--- config.mk ---
export PLATFORM = sky130hd
export DESIGN_NAME = touch_sample_filter_and_map
export DESIGN_NICKNAME = d
export VERILOG_FILES = /design/src/rtl/core/tsfm_pkg.sv /design/src/rtl/core/tsfm_regs.sv /design/src/rtl/core/tsfm_ctrl.sv /design/src/rtl/core/tsfm_dp.sv /design/src/rtl/core/touch_sample_filter_and_map.sv
export SDC_FILE = /design/constraint.sdc
export NUM_CORES = 2
export LEC_CHECK = 0
export BUFFER_PORTS_ARGS = -buffer_cell sky130_fd_sc_hd__buf_2
export CAP_MARGIN = 20
export CORE_UTILIZATION = 43
export CTS_CLUSTER_SIZE = 30
export DETAILED_ROUTE_END_ITERATION = 10
export PLACE_DENSITY = 0.59
export SYNTH_ARGS = -nofsm -noshare
export SYNTH_HDL_FRONTEND = slang
export SYNTH_SLANG_ARGS = --single-unit
--- constraint.sdc ---
create_clock -name clk_i -period 11.03 [get_ports clk_i]
set_input_delay 0.5515 -clock clk_i [delete_from_list [all_inputs] [get_ports clk_i]]
set_output_delay 0.5515 -clock clk_i [all_outputs]
set_load 0.05 [all_outputs]
--- src/rtl/core/tsfm_pkg.sv ---
// Shared constants, codes and types of the touch sample filter and mapper.
`timescale 1ns / 1ps
package tsfm_pkg;

  localparam int SAMPLE_W   = 12;
  localparam int FRAC_BITS  = 16;
  localparam int FILT_W     = SAMPLE_W + FRAC_BITS;
  localparam int W_BITS     = 16;
  localparam int W_OLD      = 64225;
  localparam int W_NEW      = 1311;
  localparam int W_NEW_W    = $clog2(W_NEW + 1);
  localparam int NEWT_W     = SAMPLE_W + W_NEW_W;
  localparam int COORD_W    = 16;
  localparam int SCALE_W    = 24;
  localparam int SCALE_BITS = 20;
  localparam int SCALE_RST  = 81920;
  localparam int MAX_SCANS  = 100;
  localparam int SCAN_W     = 7;
  localparam int TIME_W     = 32;
  localparam int MA_W       = COORD_W + FRAC_BITS + 1;
  localparam int MP_W       = MA_W + SCALE_W;
  localparam int MAP_SHIFT  = FRAC_BITS + SCALE_BITS;
  localparam int Q_W        = MP_W - MAP_SHIFT;
  localparam int SUM_W      = ((Q_W > COORD_W) ? Q_W : COORD_W) + 1;

  localparam int DATA_W     = 32;
  localparam int NUM_REGS   = 7;
  localparam int REG_IDX_W  = $clog2(NUM_REGS);
  localparam int ADDR_W     = REG_IDX_W + 2;

  localparam logic [1:0] REQ_PEN_DOWN = 2'd0;
  localparam logic [1:0] REQ_SAMPLE   = 2'd1;
  localparam logic [1:0] REQ_PEN_UP   = 2'd2;

  localparam logic RESULT_PRESS   = 1'b0;
  localparam logic RESULT_RELEASE = 1'b1;

  localparam logic [REG_IDX_W-1:0] REG_LEFT_OFFSET   = REG_IDX_W'(0);
  localparam logic [REG_IDX_W-1:0] REG_BOTTOM_OFFSET = REG_IDX_W'(1);
  localparam logic [REG_IDX_W-1:0] REG_X_ZERO_RAW    = REG_IDX_W'(2);
  localparam logic [REG_IDX_W-1:0] REG_Y_ZERO_RAW    = REG_IDX_W'(3);
  localparam logic [REG_IDX_W-1:0] REG_X_SCALE       = REG_IDX_W'(4);
  localparam logic [REG_IDX_W-1:0] REG_Y_SCALE       = REG_IDX_W'(5);
  localparam logic [REG_IDX_W-1:0] REG_CAPTURE_MODE  = REG_IDX_W'(6);

  typedef struct packed {
    logic [1:0]          req_type;
    logic [SAMPLE_W-1:0] x_sample;
    logic [SAMPLE_W-1:0] y_sample;
    logic [TIME_W-1:0]   time_ms;
  } in_item_t;

  typedef struct packed {
    logic                       result_kind;
    logic signed [COORD_W-1:0]  x_screen;
    logic signed [COORD_W-1:0]  y_screen;
    logic [SAMPLE_W-1:0]        x_smoothed;
    logic [SAMPLE_W-1:0]        y_smoothed;
    logic                       calib_capture;
    logic [TIME_W-1:0]          press_duration;
  } out_item_t;

  typedef struct packed {
    logic signed [COORD_W-1:0] left_offset;
    logic signed [COORD_W-1:0] bottom_offset;
    logic signed [COORD_W-1:0] x_zero_raw;
    logic signed [COORD_W-1:0] y_zero_raw;
    logic signed [SCALE_W-1:0] x_scale;
    logic signed [SCALE_W-1:0] y_scale;
    logic                      capture_mode;
  } cfg_t;

  typedef enum logic [1:0] {
    MUL_X_FILT,
    MUL_Y_FILT,
    MUL_X_MAP,
    MUL_Y_MAP
  } mul_sel_e;

  typedef struct packed {
    logic     load;
    logic     pen_down;
    logic     pen_up;
    mul_sel_e mul_sel;
    logic     take_scan;
    logic     upd_x;
    logic     upd_y;
    logic     map_x;
    logic     map_y;
    logic     emit_press;
    logic     emit_release;
  } ctrl_cmd_t;

  typedef struct packed {
    logic collecting;
    logic finish;
    logic out_free;
  } ctrl_sts_t;

endpackage

--- src/rtl/core/tsfm_regs.sv ---
// Configuration register file behind the APB-style port.
`timescale 1ns / 1ps
module tsfm_regs (
  input  logic                        clk_i,
  input  logic                        rst_ni,
  input  logic                        psel,
  input  logic                        penable,
  input  logic                        pwrite,
  input  logic [tsfm_pkg::ADDR_W-1:0] paddr,
  input  logic [tsfm_pkg::DATA_W-1:0] pwdata,
  output logic [tsfm_pkg::DATA_W-1:0] prdata,
  output logic                        pready,
  output tsfm_pkg::cfg_t              cfg_o
);
  import tsfm_pkg::*;

  cfg_t                 cfg_q;
  logic [REG_IDX_W-1:0] idx;
  logic                 wr_en;

  assign idx    = paddr[ADDR_W-1:2];
  assign wr_en  = psel && penable && pwrite;
  assign pready = 1'b1;
  assign cfg_o  = cfg_q;

  always_ff @(posedge clk_i or negedge rst_ni) begin
    if (!rst_ni) begin
      cfg_q.left_offset   <= '0;
      cfg_q.bottom_offset <= '0;
      cfg_q.x_zero_raw    <= '0;
      cfg_q.y_zero_raw    <= '0;
      cfg_q.x_scale       <= SCALE_W'(SCALE_RST);
      cfg_q.y_scale       <= SCALE_W'(SCALE_RST);
      cfg_q.capture_mode  <= 1'b0;
    end else if (wr_en) begin
      unique case (idx)
        REG_LEFT_OFFSET:   cfg_q.left_offset   <= pwdata[COORD_W-1:0];
        REG_BOTTOM_OFFSET: cfg_q.bottom_offset <= pwdata[COORD_W-1:0];
        REG_X_ZERO_RAW:    cfg_q.x_zero_raw    <= pwdata[COORD_W-1:0];
        REG_Y_ZERO_RAW:    cfg_q.y_zero_raw    <= pwdata[COORD_W-1:0];
        REG_X_SCALE:       cfg_q.x_scale       <= pwdata[SCALE_W-1:0];
        REG_Y_SCALE:       cfg_q.y_scale       <= pwdata[SCALE_W-1:0];
        REG_CAPTURE_MODE:  cfg_q.capture_mode  <= pwdata[0];
        default: ;
      endcase
    end
  end

  always_comb begin
    unique case (idx)
      REG_LEFT_OFFSET:   prdata = DATA_W'(cfg_q.left_offset);
      REG_BOTTOM_OFFSET: prdata = DATA_W'(cfg_q.bottom_offset);
      REG_X_ZERO_RAW:    prdata = DATA_W'(cfg_q.x_zero_raw);
      REG_Y_ZERO_RAW:    prdata = DATA_W'(cfg_q.y_zero_raw);
      REG_X_SCALE:       prdata = DATA_W'(cfg_q.x_scale);
      REG_Y_SCALE:       prdata = DATA_W'(cfg_q.y_scale);
      REG_CAPTURE_MODE:  prdata = DATA_W'(cfg_q.capture_mode);
      default:           prdata = '0;
    endcase
  end

endmodule

--- src/rtl/core/tsfm_ctrl.sv ---
// Sequencing state machine: accepts items and steps the shared datapath.
`timescale 1ns / 1ps
module tsfm_ctrl (
  input  logic                  clk_i,
  input  logic                  rst_ni,
  input  logic                  in_valid_i,
  input  logic [1:0]            in_req_type_i,
  input  tsfm_pkg::ctrl_sts_t   sts_i,
  output logic                  in_ready_o,
  output tsfm_pkg::ctrl_cmd_t   cmd_o
);
  import tsfm_pkg::*;

  typedef enum logic [3:0] {
    ST_IDLE,
    ST_FILT_X,
    ST_FILT_Y,
    ST_UPD_Y,
    ST_MAP_X,
    ST_MAP_Y,
    ST_MAP_DONE,
    ST_EMIT_PRESS,
    ST_EMIT_REL
  } state_e;

  state_e state_q, state_d;
  logic   accept;

  assign in_ready_o = (state_q == ST_IDLE);
  assign accept     = in_ready_o && in_valid_i;

  always_comb begin
    state_d = state_q;
    cmd_o   = '0;
    cmd_o.mul_sel = MUL_X_FILT;
    unique case (state_q)
      ST_IDLE: begin
        cmd_o.load     = accept;
        cmd_o.pen_down = accept && (in_req_type_i == REQ_PEN_DOWN);
        cmd_o.pen_up   = accept && (in_req_type_i == REQ_PEN_UP);
        if (accept && (in_req_type_i == REQ_PEN_UP)) begin
          state_d = ST_EMIT_REL;
        end else if (accept && (in_req_type_i == REQ_SAMPLE) && sts_i.collecting) begin
          state_d = ST_FILT_X;
        end
      end
      ST_FILT_X: begin
        cmd_o.mul_sel   = MUL_X_FILT;
        cmd_o.take_scan = 1'b1;
        state_d         = ST_FILT_Y;
      end
      ST_FILT_Y: begin
        cmd_o.mul_sel = MUL_Y_FILT;
        cmd_o.upd_x   = 1'b1;
        state_d       = ST_UPD_Y;
      end
      ST_UPD_Y: begin
        cmd_o.upd_y = 1'b1;
        state_d     = sts_i.finish ? ST_MAP_X : ST_IDLE;
      end
      ST_MAP_X: begin
        cmd_o.mul_sel = MUL_X_MAP;
        state_d       = ST_MAP_Y;
      end
      ST_MAP_Y: begin
        cmd_o.mul_sel = MUL_Y_MAP;
        cmd_o.map_x   = 1'b1;
        state_d       = ST_MAP_DONE;
      end
      ST_MAP_DONE: begin
        cmd_o.map_y = 1'b1;
        state_d     = ST_EMIT_PRESS;
      end
      ST_EMIT_PRESS: begin
        cmd_o.emit_press = sts_i.out_free;
        if (sts_i.out_free) begin
          state_d = ST_IDLE;
        end
      end
      ST_EMIT_REL: begin
        cmd_o.emit_release = sts_i.out_free;
        if (sts_i.out_free) begin
          state_d = ST_IDLE;
        end
      end
      default: state_d = ST_IDLE;
    endcase
  end

  always_ff @(posedge clk_i or negedge rst_ni) begin
    if (!rst_ni) begin
      state_q <= ST_IDLE;
    end else begin
      state_q <= state_d;
    end
  end

endmodule

--- src/rtl/core/tsfm_dp.sv ---
// Datapath: filter state, shared multiplier, screen mapping and output register.
`timescale 1ns / 1ps
module tsfm_dp (
  input  logic                   clk_i,
  input  logic                   rst_ni,
  input  tsfm_pkg::in_item_t     in_item_i,
  input  tsfm_pkg::cfg_t         cfg_i,
  input  tsfm_pkg::ctrl_cmd_t    cmd_i,
  output tsfm_pkg::ctrl_sts_t    sts_o,
  output logic                   out_valid_o,
  input  logic                   out_ready_i,
  output tsfm_pkg::out_item_t    out_item_o
);
  import tsfm_pkg::*;

  localparam int RND_W = FILT_W + W_BITS + 1;
  localparam logic [RND_W-1:0] ROUND_HALF = RND_W'(2 ** (W_BITS - 1));
  localparam logic signed [FILT_W+1:0] ONE_FILT = (FILT_W + 2)'(2 ** FRAC_BITS);
  localparam logic signed [SUM_W-1:0] SAT_HI = SUM_W'(2 ** (COORD_W - 1) - 1);
  localparam logic signed [SUM_W-1:0] SAT_LO = SUM_W'(-(2 ** (COORD_W - 1)));
  localparam logic signed [SCALE_W-1:0] W_OLD_S = SCALE_W'(W_OLD);

  logic [FILT_W-1:0]         x_filt_q, y_filt_q;
  logic [SCAN_W-1:0]         scans_q;
  logic                      collecting_q;
  logic [TIME_W-1:0]         start_q, time_q;
  logic [SAMPLE_W-1:0]       xs_q, ys_q;
  logic [NEWT_W-1:0]         x_new_q, y_new_q;
  logic                      settle_x_q;
  logic signed [MP_W-1:0]    prod_q;
  logic signed [COORD_W-1:0] x_scr_q, y_scr_q;
  logic                      out_valid_q;
  out_item_t                 out_q;

  logic signed [MA_W-1:0]    x_diff, y_diff, mul_a;
  logic signed [SCALE_W-1:0] mul_b;
  logic [RND_W-1:0]          rnd_sum;
  logic [FILT_W:0]           filt_next;
  logic [FILT_W-1:0]         filt_old;
  logic signed [FILT_W+1:0]  filt_delta;
  logic                      settle;
  logic                      sample_nz;
  logic signed [SUM_W-1:0]   map_sum;
  logic signed [COORD_W-1:0] map_sat;
  logic                      out_free;

  assign x_diff = $signed(MA_W'(x_filt_q)) - ($signed(MA_W'(cfg_i.x_zero_raw)) <<< FRAC_BITS);
  assign y_diff = $signed(MA_W'(y_filt_q)) - ($signed(MA_W'(cfg_i.y_zero_raw)) <<< FRAC_BITS);

  always_comb begin
    unique case (cmd_i.mul_sel)
      MUL_X_FILT: begin
        mul_a = $signed(MA_W'(x_filt_q));
        mul_b = W_OLD_S;
      end
      MUL_Y_FILT: begin
        mul_a = $signed(MA_W'(y_filt_q));
        mul_b = W_OLD_S;
      end
      MUL_X_MAP: begin
        mul_a = x_diff;
        mul_b = cfg_i.x_scale;
      end
      MUL_Y_MAP: begin
        mul_a = y_diff;
        mul_b = cfg_i.y_scale;
      end
      default: begin
        mul_a = '0;
        mul_b = '0;
      end
    endcase
  end

  assign rnd_sum    = {1'b0, prod_q[FILT_W+W_BITS-1:0]} + ROUND_HALF;
  assign filt_next  = rnd_sum[RND_W-1:W_BITS]
                    + (FILT_W + 1)'(cmd_i.upd_y ? y_new_q : x_new_q);
  assign filt_old   = cmd_i.upd_y ? y_filt_q : x_filt_q;
  assign filt_delta = $signed({1'b0, filt_next}) - $signed({2'b00, filt_old});
  assign settle     = filt_delta < ONE_FILT;
  assign sample_nz  = (xs_q != '0) && (ys_q != '0);

  assign map_sum = $signed(SUM_W'($signed(prod_q[MP_W-1:MAP_SHIFT])))
                 + $signed(SUM_W'(cmd_i.map_y ? cfg_i.bottom_offset : cfg_i.left_offset));

  always_comb begin
    if (map_sum > SAT_HI) begin
      map_sat = SAT_HI[COORD_W-1:0];
    end else if (map_sum < SAT_LO) begin
      map_sat = SAT_LO[COORD_W-1:0];
    end else begin
      map_sat = map_sum[COORD_W-1:0];
    end
  end

  assign out_free          = !out_valid_q || out_ready_i;
  assign sts_o.collecting  = collecting_q;
  assign sts_o.finish      = (sample_nz && settle_x_q && settle) || (scans_q == '0);
  assign sts_o.out_free    = out_free;
  assign out_valid_o       = out_valid_q;
  assign out_item_o        = out_q;

  always_ff @(posedge clk_i or negedge rst_ni) begin
    if (!rst_ni) begin
      x_filt_q     <= '0;
      y_filt_q     <= '0;
      scans_q      <= '0;
      collecting_q <= 1'b0;
      start_q      <= '0;
      out_valid_q  <= 1'b0;
    end else begin
      if (cmd_i.pen_down) begin
        x_filt_q     <= '0;
        y_filt_q     <= '0;
        scans_q      <= SCAN_W'(MAX_SCANS);
        collecting_q <= 1'b1;
        start_q      <= in_item_i.time_ms;
      end
      if (cmd_i.pen_up) begin
        collecting_q <= 1'b0;
      end
      if (cmd_i.take_scan && (scans_q != '0)) begin
        scans_q <= scans_q - SCAN_W'(1);
      end
      if (cmd_i.upd_x && sample_nz) begin
        x_filt_q <= filt_next[FILT_W-1:0];
      end
      if (cmd_i.upd_y) begin
        if (sample_nz) begin
          y_filt_q <= filt_next[FILT_W-1:0];
        end
        if (sts_o.finish) begin
          collecting_q <= 1'b0;
        end
      end
      if (cmd_i.emit_press || cmd_i.emit_release) begin
        out_valid_q <= 1'b1;
      end else if (out_ready_i) begin
        out_valid_q <= 1'b0;
      end
    end
  end

  always_ff @(posedge clk_i) begin
    prod_q <= mul_a * mul_b;
    if (cmd_i.load) begin
      xs_q    <= in_item_i.x_sample;
      ys_q    <= in_item_i.y_sample;
      time_q  <= in_item_i.time_ms;
      x_new_q <= NEWT_W'(in_item_i.x_sample * W_NEW_W'(W_NEW));
      y_new_q <= NEWT_W'(in_item_i.y_sample * W_NEW_W'(W_NEW));
    end
    if (cmd_i.upd_x) begin
      settle_x_q <= settle;
    end
    if (cmd_i.map_x) begin
      x_scr_q <= map_sat;
    end
    if (cmd_i.map_y) begin
      y_scr_q <= map_sat;
    end
    if (cmd_i.emit_press) begin
      out_q.result_kind    <= RESULT_PRESS;
      out_q.x_screen       <= x_scr_q;
      out_q.y_screen       <= y_scr_q;
      out_q.x_smoothed     <= x_filt_q[FILT_W-1:FRAC_BITS];
      out_q.y_smoothed     <= y_filt_q[FILT_W-1:FRAC_BITS];
      out_q.calib_capture  <= cfg_i.capture_mode;
      out_q.press_duration <= '0;
    end else if (cmd_i.emit_release) begin
      out_q.result_kind    <= RESULT_RELEASE;
      out_q.x_screen       <= '0;
      out_q.y_screen       <= '0;
      out_q.x_smoothed     <= '0;
      out_q.y_smoothed     <= '0;
      out_q.calib_capture  <= 1'b0;
      out_q.press_duration <= time_q - start_q;
    end
  end

endmodule

--- src/rtl/core/touch_sample_filter_and_map.sv ---
// Top level of the touch sample filter and screen mapper.
//
// Input channel (in_valid_i/in_ready_o, in_item_i) carries touch items:
// pen down, coordinate sample or pen up. Output channel (out_valid_o/
// out_ready_i, out_item_o) carries press and release reports.
// One item is in work at a time; in_ready_o is high while the sequencer idles.
// Pen down, and any item that is dropped, is done in idle; pen up passes a release
// state to its report. A sample steps through X filter, Y filter and Y update,
// and when it ends the burst through X map, Y map, map done and press: a single
// multiplier is shared by the two filter steps and the two screen mappings.
// Reports sit in an output register; the next item is taken while a report
// waits, and the block only holds when a second report meets a full register.
// Reset clears the filters, the burst and the start time and loads register
// defaults (scale 81920, all others 0). Configuration must be written through
// the APB-style port only while the block is idle; this is not enforced.
`timescale 1ns / 1ps
module touch_sample_filter_and_map (
  input  logic                        clk_i,
  input  logic                        rst_ni,
  input  logic                        in_valid_i,
  output logic                        in_ready_o,
  input  tsfm_pkg::in_item_t          in_item_i,
  output logic                        out_valid_o,
  input  logic                        out_ready_i,
  output tsfm_pkg::out_item_t         out_item_o,
  input  logic                        psel,
  input  logic                        penable,
  input  logic                        pwrite,
  input  logic [tsfm_pkg::ADDR_W-1:0] paddr,
  input  logic [tsfm_pkg::DATA_W-1:0] pwdata,
  output logic [tsfm_pkg::DATA_W-1:0] prdata,
  output logic                        pready
);
  import tsfm_pkg::*;

  cfg_t      cfg;
  ctrl_cmd_t cmd;
  ctrl_sts_t sts;

  tsfm_regs u_regs (
    .clk_i   (clk_i),
    .rst_ni  (rst_ni),
    .psel    (psel),
    .penable (penable),
    .pwrite  (pwrite),
    .paddr   (paddr),
    .pwdata  (pwdata),
    .prdata  (prdata),
    .pready  (pready),
    .cfg_o   (cfg)
  );

  tsfm_ctrl u_ctrl (
    .clk_i         (clk_i),
    .rst_ni        (rst_ni),
    .in_valid_i    (in_valid_i),
    .in_req_type_i (in_item_i.req_type),
    .sts_i         (sts),
    .in_ready_o    (in_ready_o),
    .cmd_o         (cmd)
  );

  tsfm_dp u_dp (
    .clk_i       (clk_i),
    .rst_ni      (rst_ni),
    .in_item_i   (in_item_i),
    .cfg_i       (cfg),
    .cmd_i       (cmd),
    .sts_o       (sts),
    .out_valid_o (out_valid_o),
    .out_ready_i (out_ready_i),
    .out_item_o  (out_item_o)
  );

`ifndef SYNTHESIS
  assert property (@(posedge clk_i) disable iff (!rst_ni)
    out_valid_o && (out_item_o.result_kind == RESULT_RELEASE) |->
      (out_item_o.x_screen == '0) && (out_item_o.y_screen == '0) &&
      (out_item_o.calib_capture == 1'b0))
    else $error("release item carries press fields");

  assert property (@(posedge clk_i) disable iff (!rst_ni)
    out_valid_o && (out_item_o.result_kind == RESULT_PRESS) |->
      (out_item_o.press_duration == '0))
    else $error("press item carries a duration");

  assert property (@(posedge clk_i) disable iff (!rst_ni)
    in_valid_i && in_ready_o && (in_item_i.req_type == REQ_SAMPLE) && !sts.collecting
      |=> in_ready_o && !out_valid_o || in_ready_o)
    else $error("ignored sample did not return to idle");

  assert property (@(posedge clk_i) disable iff (!rst_ni)
    in_valid_i && in_ready_o && (in_item_i.req_type == REQ_PEN_DOWN)
      |=> sts.collecting && in_ready_o)
    else $error("pen down did not arm a burst");
`endif

endmodule
==> impl_results.md <==
* Status: finished clean
* Final global-route overflow total at 0
* Post-DP HPWL at about 140000 µm
* Max-Cap Viols at 0
* Fillcell total at approximately 13k
* Setup Crit Path Kind: register to register
* Cell row count at ~130
* Crit path max fanout at 6
* Share of layout cells above drive strength 1 at a little under an eighth
* Multi-input logic area at 40200 µm²
* Largest net degree at the start of global routing at 83
* Post-CTS setup buffer count at 0
* # DRC at 0
* End of the worst hold path: u_dp.time_q[20]$_DFFE_PP_
* Synth unique cells at between 90 and 100
* Clock tree buffer depth at 3
* Skew-Pair Late Insertion Delay at 0.69 ns
* Slowest-stage cell, CP: fa_1
* Post-synth EDFFs at 190
* Final hold vios at 0
* Core Box Area at around 130000 µm²
* Worst hold path class: input pin to register
* Global-route wire length before repair at about 270000 µm
* Number of synthesized register bits at roughly 480
* Most instantiated library cell after synthesis: inv_1
* Iter 0 DRT Violations at around 3.7k
* Vias in the first global route at approximately 45k
* DIE WIDTH at approximately 370 µm
* Initial Util at 43.5%
* Reg area at approximately 13000 µm²
* Unrepaired setup endpoints after global routing: no
* R2R Setup Slk at ~0.44 ns
* Final setup violation count at 0
* Hold Path Stages at 1
* Post-synth top area cell: fa_1
* Reg clk slew, reported paths at around 0.060 ns
* Synth Instances at roughly 6k
* Total GRT Usage at a little over a quarter
* Num ports at about 230
* Die height at between 300 and 400 µm
* Tcrit/Tclk final at around 96%
* Slew HR at under 10%
* Setup total negative slack at 0 ns
* Antenna violations before repair at 9
* Syn_nets at roughly 7.4k
* CTS sink count at ~480
* Min Tclk post-route at ~11 ns
* Vias per Instance at around 5.5
* Via count at between 40k and 50k
* Yosys warns at 0
* Gpl congestion at 0.995
* DR pass1 iterations at 8
* Worst setup EP type: register
* Fmax at about 94 MHz
* Cell repeated most along the worst path: fa_1
* Commonest cells in the netlist: 1062 x inv_1, 889 x fa_1, 552 x nand2_1
* Ys async rst share at ~45%
* Setup crit start kind: register
* Slew @ Worst Pin at 1.42 ns
* HP Start: in_item_i[20]
* Post-Synthesis Cell Area at roughly 58000 µm²
* Top post-synthesis cells by area: fa_1 31%, edfxtp_1 9.9%, ha_1 9.9%
* Syn_area_per_cell at approximately 9.7 µm²
* Area grow syn2layout at 9.94%
* Final wirelength at 177000 µm
* Primary FF master, synth: dfrtp_1
* ANT nets after route at 0
* R2r startpoint: u_regs.cfg_o[66]$_DFFE_PN0P_
* Nets@finish at between 7k and 8k
* Worst path arrival time at ~11 ns
* Root buffer cell: clkbuf_16
* TritonCTS Buffers at 58
* CTS tree: yes
* Slew Viols, Final at 0
* RR Endpoint: u_dp.prod_q[56]$_DFF_P_
* Worst Path Required at 11.64 ns
* Skew final at ~0.073 ns
* Sequential area share after synthesis at a little over a fifth
* H-tree depth at 2
* Worst-case reg-to-reg path depth at 40
* Die footprint at ~140000 µm²
* WL/cell at between 20 and 25 µm
* Slowest stage delay, CP at 0.57 ns
* Number of port buffers at approximately 220
* Share of the synthesized area in the top cell type at between 30% and 40%
[critical path: cells and delay by family, from the launching register on]
kind | cells | cell delay, ns
adders and majority gates | 9 | 4.19
AOI/OAI and AO/OA | 19 | 4.00
and+or+nand+nor | 4 | 0.94
buffers and inverters | 7 | 0.59
DFF | 1 | 0.42
muxes | 1 | 0.41
[cell usage in the layout (no fill, tap or decap), types with 14 or more instances in the layout]
cell type,synthesis,final
mux2_2,190,190
o21ai_0,297,289
a31oi_1,17,16
mux2i_1,78,78
nor4_1,18,18
xor2_1,64,64
dfrtp_1,210,210
a21boi_0,26,23
o21a_1,44,43
a21oi_1,215,215
nor3_1,59,53
edfxtp_1,190,190
a22oi_1,27,25
o31ai_1,17,17
nor2b_1,38,38
buf_2,3,214
a211oi_1,15,14
o22ai_1,16,16
clkbuf_16,0,60
nand4_1,20,20
a21o_1,68,68
nand3_1,132,132
nor2_1,459,456
nand2b_1,27,27
and2_1,71,71
nand2_1,552,552
and3_1,34,34
ha_1,455,455
inv_1,1062,1060
or3_1,21,20
xnor2_1,117,117
buf_4,9,148
fa_1,889,889
a22o_1,17,17
dfxtp_1,75,75
[worst max-delay path by stage]
stage	start	cells after the start	endpoint	slack, ns
floorplan	u_dp.y_filt_q[16]$_DFF_PN0_	40	u_dp.prod_q[56]$_DFF_P_	1.44
global placement	u_dp.y_filt_q[16]$_DFF_PN0_	40	u_dp.prod_q[56]$_DFF_P_	0.48
detailed placement	u_dp.y_filt_q[16]$_DFF_PN0_	40	u_dp.prod_q[56]$_DFF_P_	0.42
CTS	u_dp.y_filt_q[16]$_DFF_PN0_	40	u_dp.prod_q[56]$_DFF_P_	0.43
global route	u_regs.cfg_o[66]$_DFFE_PN0P_	40	u_dp.prod_q[56]$_DFF_P_	0.003
finish	u_regs.cfg_o[66]$_DFFE_PN0P_	40	u_dp.prod_q[56]$_DFF_P_	0.44
[logic make-up after synthesis]
logic type,after synthesis,share of synthesized area [%]
multiplexers,274,5.31
adder cells (fa/ha/maj),1344,40.8
AO/OA/AOI/OAI,865,9.36
AND/OR/NAND/NOR,1474,11.4
XOR/XNOR,181,2.76
buffers and inverters,1294,8.51
flip-flops,479,21.8
other,1,0.00652
[cell type report]
type                       instances  area share [%]
inverter                        1064            6.32
timing repair buffer             365            3.52
antenna                            4          0.0158
clock inverter                    35           0.738
multi-input combinational       4139            63.5
tap                             1755            3.47
sequential                       479            19.9
clock buffer                      75            2.56
[per-layer routing]
layer	vias to the layer above	GRT usage (%)	wire, µm
met5	-	0	43
met4	6	10.2	7570
met3	364	4.81	14300
met2	1841	42.2	81300
met1	22200	36.0	73800
li1	19400	-	-
[what timing repair did]
| item | 4_1_cts | 5_1_grt |
|---|---|---|
| hold buffers | 1 | 0 |
| setup endpoints to repair | 0 | 3 |
| endpoints found under the hold margin | 77 | 0 |
| resized for setup | 0 | 4 |
[sequential cells by signal, summed over array words and instances, names as in the netlist, 23 cells and up]
register and flops:
u_dp.out_item_o 90, u_dp.prod_q 42, u_dp.start_q 32, u_dp.time_q 32
u_dp.x_filt_q 28, u_dp.x_new_q 23, u_dp.y_filt_q 28, u_dp.y_new_q 23
u_regs.cfg_o 113
[stage by stage]
stage          util [%]  setup WS [ns]  hold slack [ns]  instance area, µm²  instances
2_1_floorplan         -           1.44            0.256               57500       5912
3_3_place_gp       46.3          0.477            0.430               61100       7801
3_5_place_dp       46.3          0.420            0.438               61100       7801
4_1_cts            47.9          0.431           0.0278               63200       7912
5_1_grt            47.9        0.00290           0.0383               63200       7912
6_report           47.9          0.437           0.0715               63300       7916
Power is not shown: default switching activity piles up to over one toggle a cycle in this logic, so the estimate is an artifact.
